**src/hw/rtl/pkbd_pkg.sv**
```systemverilog
`timescale 1ns / 1ps
// ----------------------------------------------------------------------------
// pkbd_pkg: shared types and codes of the prefix key block entry decoder
// Entry phases, result kinds, status codes and the command and status
// groups that pass between the controller and the datapath.
// ----------------------------------------------------------------------------
package pkbd_pkg;

	// Default upper bound on a reconstructed key, in bytes.
	localparam int MAX_KEY_LEN_DEF = 32;

	// Position inside an entry.
	typedef enum logic [2:0] {
		PH_SHARED  = 3'd0,
		PH_TAILLEN = 3'd1,
		PH_VALLEN  = 3'd2,
		PH_KEY     = 3'd3,
		PH_VALUE   = 3'd4
	} phase_t;

	// Result kinds.
	localparam logic [1:0] K_KEY       = 2'd0;
	localparam logic [1:0] K_VALUE     = 2'd1;
	localparam logic [1:0] K_ENTRY_END = 2'd2;
	localparam logic [1:0] K_BLOCK_END = 2'd3;

	// Status codes carried by marker results.
	localparam logic [2:0] ST_OK         = 3'd0;
	localparam logic [2:0] ST_BAD_VARINT = 3'd1;
	localparam logic [2:0] ST_TRUNCATED  = 3'd2;
	localparam logic [2:0] ST_BAD_PREFIX = 3'd3;
	localparam logic [2:0] ST_KEY_LONG   = 3'd4;

	// Which pending result goes to the output register.
	typedef enum logic [2:0] {
		SEL_DATA   = 3'd0,
		SEL_REPLAY = 3'd1,
		SEL_MARK   = 3'd2,
		SEL_TRUNC  = 3'd3,
		SEL_BLOCK  = 3'd4
	} emit_sel_t;

	// Commands from the controller to the datapath.
	typedef struct packed {
		logic      load;
		logic      eval;
		logic      rd;
		logic      emit;
		emit_sel_t sel;
	} dp_cmd_t;

	// Status from the datapath to the controller.
	typedef struct packed {
		logic data_pend;
		logic replay_pend;
		logic mark_pend;
		logic trunc_pend;
		logic blk_pend;
		logic out_free;
	} dp_stat_t;

endpackage

```
**src/hw/rtl/pkbd_ctrl.sv**
```systemverilog
`timescale 1ns / 1ps
// ----------------------------------------------------------------------------
// pkbd_ctrl: sequencing controller
// Accepts one byte, has the datapath evaluate it, then hands the pending
// results to the output register one at a time in their fixed order.
// ----------------------------------------------------------------------------
module pkbd_ctrl (
	input  logic              clk,
	input  logic              arst_n,
	input  logic              in_valid,
	output logic              in_stall,
	input  pkbd_pkg::dp_stat_t stat,
	output pkbd_pkg::dp_cmd_t  cmd
);
	import pkbd_pkg::*;

	typedef enum logic [2:0] {
		S_SEQ   = 3'b001,
		S_EVAL  = 3'b010,
		S_FETCH = 3'b100
	} state_t;

	state_t state_q, state_d;
	logic   none_pend;

	// Nothing left to deliver for the current byte.
	assign none_pend = !(stat.data_pend || stat.replay_pend || stat.mark_pend ||
		stat.trunc_pend || stat.blk_pend);

	// Next state and commands.
	always_comb begin
		state_d  = state_q;
		cmd      = '0;
		cmd.sel  = SEL_DATA;
		in_stall = 1'b1;
		unique case (state_q)
			S_SEQ: begin
				priority if (none_pend) begin
					in_stall = 1'b0;
					if (in_valid) begin
						cmd.load = 1'b1;
						state_d  = S_EVAL;
					end
				end else if (stat.data_pend) begin
					if (stat.out_free) begin
						cmd.emit = 1'b1;
						cmd.sel  = SEL_DATA;
					end
				end else if (stat.replay_pend) begin
					cmd.rd  = 1'b1;
					state_d = S_FETCH;
				end else if (stat.mark_pend) begin
					if (stat.out_free) begin
						cmd.emit = 1'b1;
						cmd.sel  = SEL_MARK;
					end
				end else if (stat.trunc_pend) begin
					if (stat.out_free) begin
						cmd.emit = 1'b1;
						cmd.sel  = SEL_TRUNC;
					end
				end else begin
					if (stat.out_free) begin
						cmd.emit = 1'b1;
						cmd.sel  = SEL_BLOCK;
					end
				end
			end
			S_EVAL: begin
				cmd.eval = 1'b1;
				state_d  = S_SEQ;
			end
			S_FETCH: begin
				if (stat.out_free) begin
					cmd.emit = 1'b1;
					cmd.sel  = SEL_REPLAY;
					state_d  = S_SEQ;
				end
			end
			default: begin
				state_d = S_SEQ;
			end
		endcase
	end

	// State register.
	always_ff @(posedge clk or negedge arst_n) begin
		if (!arst_n) begin
			state_q <= S_SEQ;
		end else begin
			state_q <= state_d;
		end
	end

	// A replayed byte is only fetched when one is owed.
	a_fetch_owed: assert property (@(posedge clk) disable iff (!arst_n)
		cmd.rd |-> (stat.replay_pend && !stat.data_pend))
		else $error("prefix fetch issued with no replay owed");

	// An accepted byte always moves the controller to its evaluate state.
	a_accept_clean: assert property (@(posedge clk) disable iff (!arst_n)
		cmd.load |=> state_q == S_EVAL)
		else $error("accepted byte was not evaluated next cycle");

endmodule

```
**src/hw/rtl/pkbd_dp.sv**
```systemverilog
`timescale 1ns / 1ps
// ----------------------------------------------------------------------------
// pkbd_dp: entry decoding datapath
// Holds the header state, the previous-key store, the per-byte result plan
// and the output register.
// ----------------------------------------------------------------------------
module pkbd_dp #(
	parameter int MAX_KEY_LEN = pkbd_pkg::MAX_KEY_LEN_DEF
) (
	input  logic               clk,
	input  logic               arst_n,
	input  pkbd_pkg::dp_cmd_t   cmd,
	output pkbd_pkg::dp_stat_t  stat,
	input  logic [7:0]          data_byte,
	input  logic                last_byte,
	output logic                out_valid,
	input  logic                out_stall,
	output logic [7:0]          out_byte,
	output logic [1:0]          out_kind,
	output logic [2:0]          status,
	output logic                run_last
);
	import pkbd_pkg::*;

	localparam int KW = $clog2(MAX_KEY_LEN + 1);
	localparam int AW = (MAX_KEY_LEN > 1) ? $clog2(MAX_KEY_LEN) : 1;

	// Captured input transaction.
	logic [7:0]    byte_q;
	logic          last_q;

	// Decoder state.
	phase_t        phase_q, n_phase;
	logic [31:0]   acc_q, n_acc;
	logic [2:0]    cnt_q, n_cnt;
	logic [31:0]   shared_q, n_shared;
	logic [31:0]   tail_q, n_tail;
	logic [31:0]   value_q, n_value;
	logic [KW-1:0] keylen_q, n_keylen;
	logic [KW-1:0] wpos_q, n_wpos;
	logic          err_q, n_err;

	// Result plan for the current byte.
	logic [7:0]    dbyte_q;
	logic [1:0]    dkind_q, p_dkind;
	logic          dpend_q, p_dpend;
	logic [KW-1:0] rleft_q, p_rleft;
	logic [KW-1:0] ridx_q;
	logic          mpend_q, p_mpend;
	logic [2:0]    mst_q, p_mst;
	logic          tpend_q, p_tpend;
	logic          bpend_q;

	// Previous-key store.
	logic [7:0]    key_mem [MAX_KEY_LEN];
	logic [7:0]    rd_q;
	logic          wr_en;

	// Output register.
	logic          out_valid_q;
	logic [7:0]    out_byte_q;
	logic [1:0]    out_kind_q;
	logic [2:0]    status_q;
	logic          run_last_q;

	// Varint helpers.
	logic [5:0]    sh;
	logic [31:0]   grp;
	logic [31:0]   acc_new;
	logic [2:0]    cnt_new;
	logic [32:0]   klen_sum;

	assign sh       = {cnt_q, 3'b000} - {3'b000, cnt_q};
	assign grp      = {25'd0, byte_q[6:0]} << sh;
	assign acc_new  = acc_q | grp;
	assign cnt_new  = cnt_q + 3'd1;
	assign klen_sum = {1'b0, shared_q} + {1'b0, tail_q};

	// Evaluation of one byte against the current state.
	always_comb begin
		n_phase  = phase_q;
		n_acc    = acc_q;
		n_cnt    = cnt_q;
		n_shared = shared_q;
		n_tail   = tail_q;
		n_value  = value_q;
		n_keylen = keylen_q;
		n_wpos   = wpos_q;
		n_err    = err_q;
		p_dpend  = 1'b0;
		p_dkind  = K_KEY;
		p_rleft  = '0;
		p_mpend  = 1'b0;
		p_mst    = ST_OK;
		wr_en    = 1'b0;
		if (!err_q) begin
			unique case (phase_q)
				PH_KEY: begin
					wr_en   = (wpos_q < KW'(MAX_KEY_LEN));
					n_wpos  = wpos_q + KW'(1);
					p_dpend = 1'b1;
					p_dkind = K_KEY;
					n_tail  = tail_q - 32'd1;
					if (tail_q == 32'd1) begin
						if (value_q != 32'd0) begin
							n_phase = PH_VALUE;
						end else begin
							p_mpend = 1'b1;
							n_phase = PH_SHARED;
						end
					end
				end
				PH_VALUE: begin
					p_dpend = 1'b1;
					p_dkind = K_VALUE;
					n_value = value_q - 32'd1;
					if (value_q == 32'd1) begin
						p_mpend = 1'b1;
						n_phase = PH_SHARED;
					end
				end
				default: begin
					if (byte_q[7]) begin
						// Continuation byte: keep collecting groups.
						n_acc = acc_new;
						n_cnt = cnt_new;
						if (cnt_new >= 3'd5) begin
							p_mpend = 1'b1;
							p_mst   = ST_BAD_VARINT;
							n_err   = 1'b1;
						end
					end else begin
						n_acc = '0;
						n_cnt = '0;
						unique case (phase_q)
							PH_SHARED: begin
								n_shared = acc_new;
								n_phase  = PH_TAILLEN;
							end
							PH_TAILLEN: begin
								n_tail  = acc_new;
								n_phase = PH_VALLEN;
							end
							default: begin
								// Header complete: check it and plan the prefix replay.
								n_value = acc_new;
								priority if (shared_q > 32'(keylen_q)) begin
									p_mpend = 1'b1;
									p_mst   = ST_BAD_PREFIX;
									n_err   = 1'b1;
								end else if (klen_sum > 33'(MAX_KEY_LEN)) begin
									p_mpend = 1'b1;
									p_mst   = ST_KEY_LONG;
									n_err   = 1'b1;
								end else begin
									p_rleft  = shared_q[KW-1:0];
									n_wpos   = shared_q[KW-1:0];
									n_keylen = klen_sum[KW-1:0];
									priority if (tail_q != 32'd0) begin
										n_phase = PH_KEY;
									end else if (acc_new != 32'd0) begin
										n_phase = PH_VALUE;
									end else begin
										p_mpend = 1'b1;
										n_phase = PH_SHARED;
									end
								end
							end
						endcase
					end
				end
			endcase
		end
		p_tpend = last_q && !n_err && ((n_phase != PH_SHARED) || (n_cnt != 3'd0));
	end

	// Control state, plan flags and output valid.
	always_ff @(posedge clk or negedge arst_n) begin
		if (!arst_n) begin
			phase_q     <= PH_SHARED;
			acc_q       <= '0;
			cnt_q       <= '0;
			shared_q    <= '0;
			tail_q      <= '0;
			value_q     <= '0;
			keylen_q    <= '0;
			wpos_q      <= '0;
			err_q       <= 1'b0;
			dpend_q     <= 1'b0;
			rleft_q     <= '0;
			ridx_q      <= '0;
			mpend_q     <= 1'b0;
			tpend_q     <= 1'b0;
			bpend_q     <= 1'b0;
			out_valid_q <= 1'b0;
		end else begin
			if (cmd.eval) begin
				if (last_q) begin
					phase_q  <= PH_SHARED;
					acc_q    <= '0;
					cnt_q    <= '0;
					shared_q <= '0;
					tail_q   <= '0;
					value_q  <= '0;
					keylen_q <= '0;
					wpos_q   <= '0;
					err_q    <= 1'b0;
				end else begin
					phase_q  <= n_phase;
					acc_q    <= n_acc;
					cnt_q    <= n_cnt;
					shared_q <= n_shared;
					tail_q   <= n_tail;
					value_q  <= n_value;
					keylen_q <= n_keylen;
					wpos_q   <= n_wpos;
					err_q    <= n_err;
				end
				dpend_q <= p_dpend;
				rleft_q <= p_rleft;
				ridx_q  <= '0;
				mpend_q <= p_mpend;
				tpend_q <= p_tpend;
				bpend_q <= last_q;
			end
			if (cmd.emit) begin
				unique case (cmd.sel)
					SEL_DATA: dpend_q <= 1'b0;
					SEL_REPLAY: begin
						rleft_q <= rleft_q - KW'(1);
						ridx_q  <= ridx_q + KW'(1);
					end
					SEL_MARK:  mpend_q <= 1'b0;
					SEL_TRUNC: tpend_q <= 1'b0;
					SEL_BLOCK: bpend_q <= 1'b0;
					default: begin
					end
				endcase
				out_valid_q <= 1'b1;
			end else if (!out_stall) begin
				out_valid_q <= 1'b0;
			end
		end
	end

	// Payload registers.
	always_ff @(posedge clk) begin
		if (cmd.load) begin
			byte_q <= data_byte;
			last_q <= last_byte;
		end
		if (cmd.eval) begin
			dbyte_q <= byte_q;
			dkind_q <= p_dkind;
			mst_q   <= p_mst;
		end
		if (cmd.emit) begin
			unique case (cmd.sel)
				SEL_DATA: begin
					out_byte_q <= dbyte_q;
					out_kind_q <= dkind_q;
					status_q   <= ST_OK;
					run_last_q <= !(mpend_q || tpend_q || bpend_q);
				end
				SEL_REPLAY: begin
					out_byte_q <= rd_q;
					out_kind_q <= K_KEY;
					status_q   <= ST_OK;
					run_last_q <= (rleft_q == KW'(1)) && !(mpend_q || tpend_q || bpend_q);
				end
				SEL_MARK: begin
					out_byte_q <= 8'd0;
					out_kind_q <= K_ENTRY_END;
					status_q   <= mst_q;
					run_last_q <= !(tpend_q || bpend_q);
				end
				SEL_TRUNC: begin
					out_byte_q <= 8'd0;
					out_kind_q <= K_ENTRY_END;
					status_q   <= ST_TRUNCATED;
					run_last_q <= !bpend_q;
				end
				SEL_BLOCK: begin
					out_byte_q <= 8'd0;
					out_kind_q <= K_BLOCK_END;
					status_q   <= ST_OK;
					run_last_q <= 1'b1;
				end
				default: begin
				end
			endcase
		end
	end

	// Key store: one write port for the key tail, one registered read port
	// for the prefix replay.
	always_ff @(posedge clk) begin
		if (cmd.eval && wr_en) begin
			key_mem[wpos_q[AW-1:0]] <= byte_q;
		end
		if (cmd.rd) begin
			rd_q <= key_mem[ridx_q[AW-1:0]];
		end
	end

	assign stat.data_pend   = dpend_q;
	assign stat.replay_pend = (rleft_q != '0);
	assign stat.mark_pend   = mpend_q;
	assign stat.trunc_pend  = tpend_q;
	assign stat.blk_pend    = bpend_q;
	assign stat.out_free    = !out_valid_q || !out_stall;

	assign out_valid = out_valid_q;
	assign out_byte  = out_byte_q;
	assign out_kind  = out_kind_q;
	assign status    = status_q;
	assign run_last  = run_last_q;

	// A result is never loaded over one that is still waiting to be taken.
	a_no_overwrite: assert property (@(posedge clk) disable iff (!arst_n)
		cmd.emit |-> !(out_valid_q && out_stall))
		else $error("output register overwritten while stalled");

	// The final byte of a block leaves the decoder at its start state.
	a_block_reset: assert property (@(posedge clk) disable iff (!arst_n)
		(cmd.eval && last_q) |=> (phase_q == PH_SHARED && keylen_q == '0 && !err_q))
		else $error("decoder state not cleared after block end");

	// A prefix replay is only owed for a header that passed its checks.
	a_replay_clean: assert property (@(posedge clk) disable iff (!arst_n)
		(rleft_q != '0) |-> (mst_q == ST_OK && !(dpend_q && mpend_q && mst_q != ST_OK)))
		else $error("prefix replay pending alongside an error marker");

endmodule

```
**src/hw/rtl/prefix_key_block_entry_decoder.sv**
```systemverilog
`timescale 1ns / 1ps
// ----------------------------------------------------------------------------
// prefix_key_block_entry_decoder: prefix-compressed block entry decoder
// Decodes the entries of a key/value block data region, one raw byte per
// transaction, into tagged key and value bytes with entry and block markers.
// ----------------------------------------------------------------------------
//  Channel | Handshake           | Payload
//  --------+---------------------+-------------------------------------------
//  input   | in_valid, in_stall  | data_byte, last_byte
//  output  | out_valid, out_stall| out_byte, out_kind, status, run_last
//
//  A byte is accepted, then evaluated, then each result it yields enters the
//  output register in turn; each replayed prefix byte is first fetched
//  through the single registered read port of the key store.
//  Reset clears all control state at once; the key store has no reset and
//  is never read beyond the current key length, so no clearing pass runs.
//  A stalled output holds the sequence; input is stalled until every result
//  of the current byte has entered the output register.
// ----------------------------------------------------------------------------
module prefix_key_block_entry_decoder #(
	parameter int MAX_KEY_LEN = pkbd_pkg::MAX_KEY_LEN_DEF
) (
	input  logic       clk,
	input  logic       arst_n,
	input  logic       in_valid,
	output logic       in_stall,
	input  logic [7:0] data_byte,
	input  logic       last_byte,
	output logic       out_valid,
	input  logic       out_stall,
	output logic [7:0] out_byte,
	output logic [1:0] out_kind,
	output logic [2:0] status,
	output logic       run_last
);
	import pkbd_pkg::*;

	dp_cmd_t  cmd;
	dp_stat_t stat;

	// Sequencing controller.
	pkbd_ctrl u_ctrl (
		.clk      (clk),
		.arst_n   (arst_n),
		.in_valid (in_valid),
		.in_stall (in_stall),
		.stat     (stat),
		.cmd      (cmd)
	);

	// Decoding datapath with key store and output register.
	pkbd_dp #(
		.MAX_KEY_LEN (MAX_KEY_LEN)
	) u_dp (
		.clk       (clk),
		.arst_n    (arst_n),
		.cmd       (cmd),
		.stat      (stat),
		.data_byte (data_byte),
		.last_byte (last_byte),
		.out_valid (out_valid),
		.out_stall (out_stall),
		.out_byte  (out_byte),
		.out_kind  (out_kind),
		.status    (status),
		.run_last  (run_last)
	);

endmodule
```
**config.mk**
```make
export PLATFORM = sky130hd
export DESIGN_NAME = prefix_key_block_entry_decoder
export DESIGN_NICKNAME = d
export VERILOG_FILES = /design/src/hw/rtl/pkbd_pkg.sv /design/src/hw/rtl/pkbd_ctrl.sv /design/src/hw/rtl/pkbd_dp.sv /design/src/hw/rtl/prefix_key_block_entry_decoder.sv
export SDC_FILE = /design/constraint.sdc
export NUM_CORES = 1
export LEC_CHECK = 0
export BUFFER_PORTS_ARGS = -buffer_cell sky130_fd_sc_hd__buf_2
export CAP_MARGIN = 20
export CORE_UTILIZATION = 50
export DETAILED_ROUTE_END_ITERATION = 8
export PLACE_DENSITY = 0.76
export SKIP_LAST_GASP = 1
export SLEW_MARGIN = 5
export SYNTH_ARGS = -nofsm -noshare
export SYNTH_HDL_FRONTEND = slang
export SYNTH_SLANG_ARGS = --single-unit
```
**constraint.sdc**
```tcl
create_clock -name clk -period 4.1 [get_ports clk]
set_clock_uncertainty 0.2 [all_clocks]
set_input_delay 0.41 -clock clk [delete_from_list [all_inputs] [get_ports clk]]
set_output_delay 0.41 -clock clk [all_outputs]
set_load 0.05 [all_outputs]
```
[Yosys cells after proc, flatten, opt, wreduce, memory -nomap -nowiden]
Memory sizes are Yosys's and may differ from the RTL's. A register that Yosys moved wholly into a read port is not among the register bits.
Index checks and enable logic that the tools add are counted.
Word-level totals
  flip-flop bits (word level): 203
  memory bits (writable): 256
  bits of input ports: 13
  output and inout bits: 16
  word-level logic and storage cells: 259
  memories: 1
Cells by class
  $add $sub $neg: 8
  magnitude comparators: 4
  equality and inequality tests: 32
  shifts and indexed selects: 1
  multiplexer cells: 136
  bitwise operators: 1
  reductions and logical operators: 50
Memories
  u_dp.key_mem: depth 32, width 8, rd ports 1, clocked after memory_dff 1, write ports 1, RTL line pkbd_dp.sv:55  | logic [7:0] key_mem [MAX_KEY_LEN];
Operator list (number)
  32-bit 2-to-1 mux: 17
  6-bit 2-to-1 mux: 25
  32-bit one-hot mux with 2 select lines: 2
  32-bit nonzero test: 3
  3-bit 2-to-1 mux: 23
  32-bit by 1-bit == test with 1-bit output, second input constant: 2
  32-bit by 1-bit subtractor with 32-bit output, second input constant: 2
  1-bit 2-to-1 mux: 49
  4-bit 2-to-1 mux: 9
  32-bit by 32-bit adder with 33-bit output: 1
  33-bit by 6-bit greater-than comparator with 1-bit output, second input constant: 1
  32-bit by 6-bit greater-than comparator with 1-bit output: 1
  32-bit OR: 1
  7-bit by 6-bit << shifter with 32-bit output: 1
  8-bit one-hot mux with 3 select lines: 1
  3-bit one-hot mux with 2 select lines: 3
  2-bit by 1-bit inequality test with 1-bit output, second input constant: 8
  5-bit AND reduction: 3
  3-bit nonzero test: 5
  7-bit AND reduction: 2
  6-bit by 1-bit adder with 6-bit output, second input constant: 2
  3-bit by 2-bit == test with 1-bit output, second input constant: 4
  3-bit by 2-bit inequality test with 1-bit output, second input constant: 4
  6-bit one-hot mux with 2 select lines: 1
  30 further kinds: 62

[Logic depth before layout (Yosys ltp)]
Gate-level depths: netlist of run 1.
  depth in word-level cells: 18
  gate-level depth with buffers: 17
  mapped depth without buffers: 13

[Cells and area by module]
A second synthesis of run 1 with hierarchy kept.
Unflattened totals
  cell total of the unflattened synthesis: 2004
  area total of the unflattened synthesis: 23186.0 um2
Modules (own cells, without submodules)
  pkbd_dp: instances 1, cells an instance 1977, area each 22938.2 um2, seq. area each 13057.5 um2
  pkbd_ctrl: instances 1, cells an instance 27, area each 247.7 um2, seq. area each 76.3 um2

[Least setup slack after synthesis of run 1]
No wires, ideal clock.
  path kind: reg-to-reg
  start point: reg u_dp.cnt_q[0]
  end point: reg u_dp.phase_q[2]
  library setup time: 0.118 ns
  arrival: 4.226 ns
  required time: 3.782 ns
  setup slack: -0.444 ns
  stages on the path, launching flop included: 17
  buffers on the path: 4
  period minus slack after synthesis: 4.544 ns
  cells stage by stage: dfrtp_1 > buf_2 > buf_2 > buf_1 > inv_1 > ha_1 > buf_2 > xor2_1 > mux2_2 > a21oi_1 > nand4_1 > or4_1 > or4_1 > nand3_1 > mux2_2 > a211oi_1 > a21o_1
Between the ends
  cells in the longest elaborated chain, start to end: 13
RTL lines
  start: declaration: RTL line pkbd_dp.sv:35  | logic [2:0] cnt_q, n_cnt;
  start signal: assignment: RTL line pkbd_dp.sv:211  | cnt_q <= n_cnt;
  6-bit by 3-bit subtractor with 6-bit output: RTL line pkbd_dp.sv:73  | assign sh = {cnt_q, 3'b000} - {3'b000, cnt_q};
  7-bit by 6-bit << shifter with 32-bit output: RTL line pkbd_dp.sv:74  | assign grp = {25'd0, byte_q[6:0]} << sh;
  32-bit OR: RTL line pkbd_dp.sv:75  | assign acc_new = acc_q | grp;
  32-bit nonzero test: RTL line pkbd_dp.sv:161  | end else if (acc_new != 32'd0) begin
  3-bit 2-to-1 mux: RTL line pkbd_dp.sv:161
  3-bit 2-to-1 mux: RTL line pkbd_dp.sv:159  | priority if (tail_q != 32'd0) begin
  3-bit 2-to-1 mux: RTL line pkbd_dp.sv:151  | end else if (klen_sum > 33'(MAX_KEY_LEN)) begin
  3-bit 2-to-1 mux: RTL line pkbd_dp.sv:147  | priority if (shared_q > 32'(keylen_q)) begin
  3-bit one-hot mux with 2 select lines: RTL line pkbd_dp.sv:135  | unique case (phase_q)
  3-bit 2-to-1 mux: RTL line pkbd_dp.sv:123  | if (byte_q[7]) begin
  3-bit one-hot mux with 2 select lines: RTL line pkbd_dp.sv:97  | unique case (phase_q)
  3-bit 2-to-1 mux: RTL line pkbd_dp.sv:96  | if (!err_q) begin
  3-bit 2-to-1 mux: RTL line pkbd_dp.sv:198  | if (last_q) begin
  end signal: assignment: RTL line pkbd_dp.sv:209  | phase_q <= n_phase;
  end: declaration: RTL line pkbd_dp.sv:33  | phase_t phase_q, n_phase;
Every way passes these cells.
A chain may end at the register's enable or synchronous reset.

[Final worst setup path of run 1]
  start point: reg u_dp.tail_q[0]
  end point: reg u_dp.keylen_q[4]
Between the ends
  cells in the longest elaborated chain, start to end: 8
  elaborated cells on any way between the ends: 11
  classes of those cells: add/sub (1); order compare (1); eq/ne (1); mux (7); reduce/logical (1)
RTL lines
  start: declaration: RTL line pkbd_dp.sv:37  | logic [31:0] tail_q, n_tail;
  start signal: assignment: RTL line pkbd_dp.sv:213  | tail_q <= n_tail;
  32-bit by 32-bit adder with 33-bit output *: RTL line pkbd_dp.sv:77  | assign klen_sum = {1'b0, shared_q} + {1'b0, tail_q};
  parallel branches: the longest is 7 deep, another holds 33-bit by 6-bit greater-than comparator with 1-bit output
  end signal: assignment: RTL line pkbd_dp.sv:215  | keylen_q <= n_keylen;
  end: declaration: RTL line pkbd_dp.sv:39  | logic [KW-1:0] keylen_q, n_keylen;
Every way passes the cells marked *. The select of a mux whose other input is x is not followed.

==> key figures, run 1 <==
Run status
  – Status: complete, but fails checks
  – Violated checks: design-rule violations, negative setup slack

GRT
  – Gr usage total: 0.296
  – Met2 Track Usage GR: 0.502
  – GR Overflow Total: 0
  – Gr busiest metal: met2
  – Met1 usage: 0.361
  – GRT met3 Usage: 0.0529
  – First-pass GRT wire length: approximately 110000 um
  – Number of global-route vias before repair: approximately 19k
  – Initial antenna violation count: 0
  – Largest net degree at the start of global routing: a little under 100

Die
  – Row Count: 79
  – Boundary pin count: 29
  – Core area: about 47000 sq um
  – Initial Utilization: 0.508
  – Die height: 220 um
  – Die width: 220 um
  – Die area: about 48000 sq um

Drt
  – Vias per cell: 6.40
  – Drt total wl: a little over 70000 um
  – ANT nets after route: 0
  – DRC Markers: 8
  – Via Count: slightly below 20k
  – DRT iter0 DRCs: 2395
  – Routed length per instance: 23.1 um
  – Pre-Repair DR Iteration Count: 8

Synth
  – Share of synthesized registers carrying an async set or reset: 0.357
  – Synthesized area: 23700 sq um
  – Synth Flop Type: edfxtp_1
  – Mapped Cells: around 2.2k
  – Post-synth net total: 2293
  – YS warnings: 0
  – Yosys cell types: 80
  – Yosys reg bits: 465
  – Number of enable flip-flop cells after synthesis: 299
  – Register area share after synthesis: 0.555
  – Syn Area/Cell: around 11 sq um

Place
  – PortBufs: 28
  – Placement Setup Slack: -0.148 ns
  – DPL Wire Length: 50200 um
  – Placed cells: 2978
  – Final GP Congestion: 0.977

Worst setup path
  – CP startpoint kind: flip-flop
  – Reg2reg path depth: 13
  – Reg2Reg Setup Slack: -0.01 ns
  – Critical Path AT: around 4.4 ns
  – WP data required: between 4 and 5 ns
  – Crit. End Element: flip-flop
  – CP Max Fanout: 5
  – Crit Path Class: flip-flop to flip-flop

Pwr
  – Pint: 8470 uW
  – Sequential share of power: 0.445
  – Gate power share: 0.202
  – Power density cells: between 400 and 500 nW/um^2
  – Lkg Pwr: 0.0110 uW
  – Worst VDD drop: 0.305 mV
  – Clock power share: 0.353
  – Switching Fraction: 0.293
  – Psw: 3510 uW

Layout
  – Commonest non-fill, non-tap cell in the layout: edfxtp_1
  – Area grow syn2layout: 18.3%
  – Post-Layout Cell Count: 3083
  – Fill cells: between 3k and 4k
  – Share of cells above drive strength 1: 0.190
  – Final nets: 2504
  – Final core occ: 0.601
  – Most frequent cells in the layout: edfxtp_1, nand2_1, buf_4

STA
  – Hold Violations, Final: 0
  – Final setup viols: 3
  – Setup ws final: -0.0137 ns
  – Minimum clock period: just over 4 ns
  – Worst relative slew slack: 0.260
  – Worst slew pin tran: 1.11 ns
  – Setup TNS: -0.0377 ns
  – RSZ-0062 raised after global routing: true
  – Fin. max-slew vios: 0
  – Period utilization: 1.00
  – Hold slack: 0.270 ns
  – Max Fclk: 243 MHz

CTS
  – Clock Path Buffers: 3
  – Clk Latency, worst-skew pair: around 0.59 ns
  – Num CTS Buffers: 48
  – Root Buffer: clkbuf_16
  – CTS tree: built
  – H-Tree Depth: 2
  – Clock transition at path regs: roughly 0.060 ns
  – TritonCTS Sinks: 465

Min path
  – Worst Hold Class: input pin to async pin

Flow run
  – Max Cap Viol: 0
[final timing paths]
check                          startpoint           endpoint
setup reg to reg           u_dp.tail_q[0]   u_dp.keylen_q[4]
hold reg to reg             u_dp.acc_q[9]      u_dp.acc_q[9]
setup / recovery           u_dp.tail_q[0]   u_dp.keylen_q[4]
hold / removal                     arst_n  u_dp.shared_q[31]
max in group asynchronous          arst_n     u_dp.ridx_q[0]
min in group clk            u_dp.acc_q[9]      u_dp.acc_q[9]
[cell families (layout without fill, tap and decap cells)]
family,count (synthesis),in the layout,share of synthesized area
multiplexers,116,116,0.0674
AND/OR/NAND/NOR,777,777,0.152
buffers and inverters,168,416,0.0285
adder cells (fa/ha/maj),54,54,0.0287
XOR/XNOR,18,18,0.00666
flip-flops,465,465,0.555
AO/OA/AOI/OAI,629,629,0.162
other,0,1,0
[power by group through the flow]
| stage | registers, uW | logic [uW] | clock network (uW) |
|---|---|---|---|
| 2_1_floorplan | 5440 | 1620 | 0 |
| 3_3_place_gp | 5420 | 2300 | 0 |
| 3_5_place_dp | 5430 | 2370 | 0 |
| 4_1_cts | 5330 | 2400 | 4260 |
| 5_1_grt | 5360 | 2590 | 4450 |
| 6_report | 5340 | 2420 | 4230 |
[layout make-up]
class / instances / area, sq um / area share
well taps: 607 / 759 / 0.0271
diodes: 1 / 2.50 / 0.0000893
clock buffers: 64 / 1310 / 0.0468
flip-flops and latches: 465 / 13100 / 0.469
inverters: 43 / 161 / 0.00576
clock inverters: 23 / 208 / 0.00741
multi-input cells: 1594 / 10300 / 0.366
repair buffers: 286 / 2170 / 0.0774
[metrics by stage]
step / cell area (sq um) / power, uW
after floorplan: 23700 / 7060
after global placement: 26000 / 7720
after detailed placement: 26000 / 7790
after CTS: 27700 / 12000
after global routing: 28000 / 12400
final: 28000 / 12000
[timing repair]
item | in CTS | in global routing
gates resized for setup | 17 | 46
endpoints found under the setup margin | 15 | 20
gates cloned | 0 | 0
endpoints found under the hold margin | 106 | 0
pin swaps | 5 | 18
setup buffers | 1 | 2
hold buffers | 12 | 0
[synth_stat cells, drive strengths merged, types with 28 or more instances]
master | n | share of area
a21oi | 196 | 0.043
o21ai | 216 | 0.046
edfxtp | 299 | 0.38
nand4 | 39 | 0.010
nor3 | 48 | 0.010
nor2 | 234 | 0.037
nor4 | 28 | 0.0079
inv | 42 | 0.0067
clkbuf | 87 | 0.014
mux4 | 34 | 0.032
buf | 38 | 0.0079
mux2i | 75 | 0.032
nand2 | 264 | 0.042
nand3 | 40 | 0.0085
ha | 52 | 0.027
dfrtp | 165 | 0.17
[routing by layer]
metal | up-vias | routed length, um
li1 | 8771 | -
met1 | 9655 | 27100
met3 | 239 | 5560
met4 | 2 | 3600
met2 | 1051 | 34900
met5 | - | 59
[flip-flops by register name, indices dropped and copies added (netlist names), 8 cells and up]
signal / flops
u_dp.shared_q: 32
u_dp.byte_q: 8
u_dp.value_q: 32
u_dp.tail_q: 32
u_dp.rd_q: 8
u_dp.dbyte_q: 8
u_dp.out_byte: 8
u_dp.key_mem: 256
u_dp.acc_q: 32
[critical path, stage by stage, from the launching register on]
cell and delay [ns]:
dfrtp_1 0.39, ha_2 0.20, fa_2 0.37, nand3_2 0.11, a21oi_4 0.07, o21ai_2 0.20
a21boi_2 0.09, or4_4 0.55, a2111oi_4 0.37, o2111ai_2 0.17, or3_4 0.37, or3_4 0.38
or4_1 0.48, o21ai_1 0.08
(Power assumes the default switching activity.)
==> run 2, diff against run 1 <==
- SYNTH_HIERARCHICAL: default -> 1
==> run 2 against run 1 <==
The run ends with negative setup slack left. Final cell count fell by 9.2%. Clock power grew 5%. Sequential power rose by 2%. Via count is 6.9% lower. Utilization fell by 0.70 points. Area after synthesis fell by 2.1%. Combinational power shrank 17%. Clock-buffer cell count fell by 7. Critical endpoint is now u_dp/wpos_q[5]. Largest power group unchanged.
==> key figures, run 2 <==
Synth
  – Syn Area/Cell: 11.6 sq um
  – Synth top area cells: edfxtp_1, dfrtp_1, mux4_2
  – Top-count cell post-synth: edfxtp_1
  – Compound-Gate Fraction of Synth Area: 0.140
  – Simple-Gate Fraction of Synth Area: 0.132
  – Synthesized area: between 20000 and 25000 sq um
  – Post-Synth XOR/XNOR Area: 0.00793
  – Synth Flop Type: edfxtp_1
  – Yosys cell types: 81
  – Register area share after synthesis: 0.566
  – Mux contribution to synthesized area: 0.0977
  – Number of enable flip-flop cells after synthesis: ~300
  – Post-synth net total: 2071
  – YS warnings: 6
  – Synth top area share: 0.387
  – Yosys reg bits: 465
  – Mapped Cells: approximately 2k
  – Adder and majority gate portion of the synthesized area: 0.0299
  – Share of synthesized registers carrying an async set or reset: 0.357
  – Synth area leader: edfxtp_1
  – Top cells by count, synth: edfxtp_1, nand2_1, nor2_1
  – Largest family of logic cells by synthesized area: compound AO/OA/AOI/OAI gates

Place
  – Final GP Congestion: 0.964
  – DPL Wire Length: 45900 um
  – Post-DP Area: between 20000 and 30000 sq um
  – Placement Setup Slack: -0.296 ns
  – PortBufs: 28

Layout
  – Most frequent cells in the layout: edfxtp_1, nand2_1, nor2_1
  – Post-route cell area: 27100 sq um
  – Share of cells above drive strength 1: 0.203
  – Area grow syn2layout: 16.7%
  – Storage cell area: 13100 sq um
  – Final nets: 2227
  – Fill cells: roughly 3.4k
  – Footprint of the multi-input gates: 9710 sq um
  – ANT cells: 0
  – Commonest non-fill, non-tap cell in the layout: edfxtp_1
  – Final core occ: 0.594
  – Largest register FFs: 256

Worst setup path
  – Crit. End Element: flip-flop
  – Delay of the slowest critical-path stage: about 0.53 ns
  – Slowest-stage cell, CP: or4_4
  – Most used cell, CP: a21o_1
  – CP Max Fanout: 5
  – Reg2Reg Setup Slack: -0.08 ns
  – R2r endpoint: u_dp/wpos_q[5]
  – CP startpoint kind: flip-flop
  – WP data required: 4.43 ns
  – Critical Path AT: 4.52 ns
  – Critical-path cell list: ha_2, fa_2, a21o_1, a221oi_4, o31a_1, buf_4, o21ai_4, xor2_1, or4_4, nor4_4, and2_4, nand3_4, a21o_1, buf_4, o41ai_2, a21o_1
  – Buf/Inv on CP: 2
  – Critical path's top delay family: compound AO/OA/AOI/OAI gates
  – Crit Path Class: flip-flop to flip-flop
  – Reg-to-reg startpoint: u_dp/tail_q[0]
  – Reg2reg path depth: 16

STA
  – Period utilization: 1.02
  – Fin. max-slew vios: 0
  – Worst slew pin tran: 1.09 ns
  – Hold Violations, Final: 0
  – Final setup viols: 9
  – Setup ws final: -0.0842 ns
  – Worst relative slew slack: 0.277
  – RSZ-0062 raised after global routing: true
  – Max Fclk: 239 MHz
  – Minimum clock period: 4.18 ns
  – Setup TNS: -0.306 ns

Run status
  – Violated checks: negative setup slack
  – Status: complete, but fails checks

Drt
  – Vias per cell: 6.56
  – Drt total wl: 69800 um
  – DRC Markers: 0
  – Routed length per instance: about 25 um
  – ANT nets after route: 0
  – Via Count: 18.4k
  – DRT iter0 DRCs: around 2.4k
  – Pre-Repair DR Iteration Count: 7

Die
  – Die width: 217 um
  – Core area: 45600 sq um
  – Row Count: 78
  – Boundary pin count: 29
  – Die height: about 220 um
  – Die area: 47200 sq um
  – Initial Utilization: 0.509

GRT
  – Gr usage total: 0.297
  – Number of global-route vias before repair: between 15k and 20k
  – Largest net degree at the start of global routing: between 60 and 70
  – GR Overflow Total: 0
  – First-pass GRT wire length: 106000 um
  – Initial antenna violation count: 1

CTS
  – Clock Path Buffers: 3
  – Clock transition at path regs: about 0.06 ns
  – H-Tree Depth: 2
  – Clk Latency, worst-skew pair: about 0.60 ns
  – CTS tree: built
  – Root Buffer: clkbuf_16
  – Num CTS Buffers: 46
  – TritonCTS Sinks: about 470

Min path
  – Worst Hold Class: input pin to async pin

Pwr
  – Worst VDD drop: 0.552 mV
  – Lkg Pwr: 0.0103 uW
  – Power density cells: 439 nW/um^2

Flow run
  – Max Cap Viol: 0
[run 2: timing repair]
item	4_1_cts	5_1_grt
setup endpoints to repair	24	24
pin swaps	7	6
buffers inserted	2	8
hold buffers	12	0
resized for setup	15	32
endpoints found under the hold margin	69	0
[run 2: per-stage QoR]
| stage | power (uW) | cells | hold slack, ns |
|---|---|---|---|
| finish | 11900 | 2798 | 0.199 |
| global route | 12200 | 2798 | 0.224 |
| CTS | 11900 | 2790 | 0.201 |
| detailed placement | 7460 | 2690 | 0.242 |
| global placement | 7360 | 2690 | 0.241 |
| floorplan | 6820 | 2004 | -0.0856 |
[run 2: how the worst max path moves through the flow]
stage                     end        startpoint  cells past startpoint  slack, ns
3_3_place_gp   u_dp/wpos_q[5]  u_dp/shared_q[0]                     15      -0.22
6_report       u_dp/wpos_q[5]    u_dp/tail_q[0]                     16      -0.08
2_1_floorplan  u_dp/wpos_q[1]    u_dp/tail_q[0]                     14      0.003
5_1_grt        u_dp/wpos_q[5]  u_dp/shared_q[0]                     16      -0.23
4_1_cts        u_dp/wpos_q[3]  u_dp/shared_q[0]                     15       0.01
3_5_place_dp   u_dp/wpos_q[5]  u_dp/shared_q[4]                     15      -0.30
[run 2: power breakdown]
part	switching, uW	internal, uW	leakage (uW)
Sequential	267	5160	0.00499
Combinational	1070	949	0.00450
Clock	1920	2510	0.000764
Total	3260	8620	0.0103
[run 2: area by class of cell]
cell class | instances | share of cell area
flip-flops and latches | 465 | 0.486
multi-input cells | 1381 | 0.359
repair buffers | 224 | 0.0633
clock buffers | 57 | 0.0460
well taps | 600 | 0.0278
clock inverters | 29 | 0.0123
inverters | 42 | 0.00597
[run 2: logic make-up after synthesis]
kind of cell    after synthesis
mux                         124
xor+xnor                     21
compound gates              537
fa+ha+maj                    55
buf+inv                     158
flops                       465
simple gates                644
[run 2: per-layer routing]
layer,share of wire,GRT usage,routed length (um),up-vias
li1,-,-,-,7944
met4,0.051,0.137,3540,2
met3,0.085,0.0551,5960,246
met1,0.37,0.369,25800,8989
met2,0.49,0.504,34500,1169
met5,0.00017,0,12,-
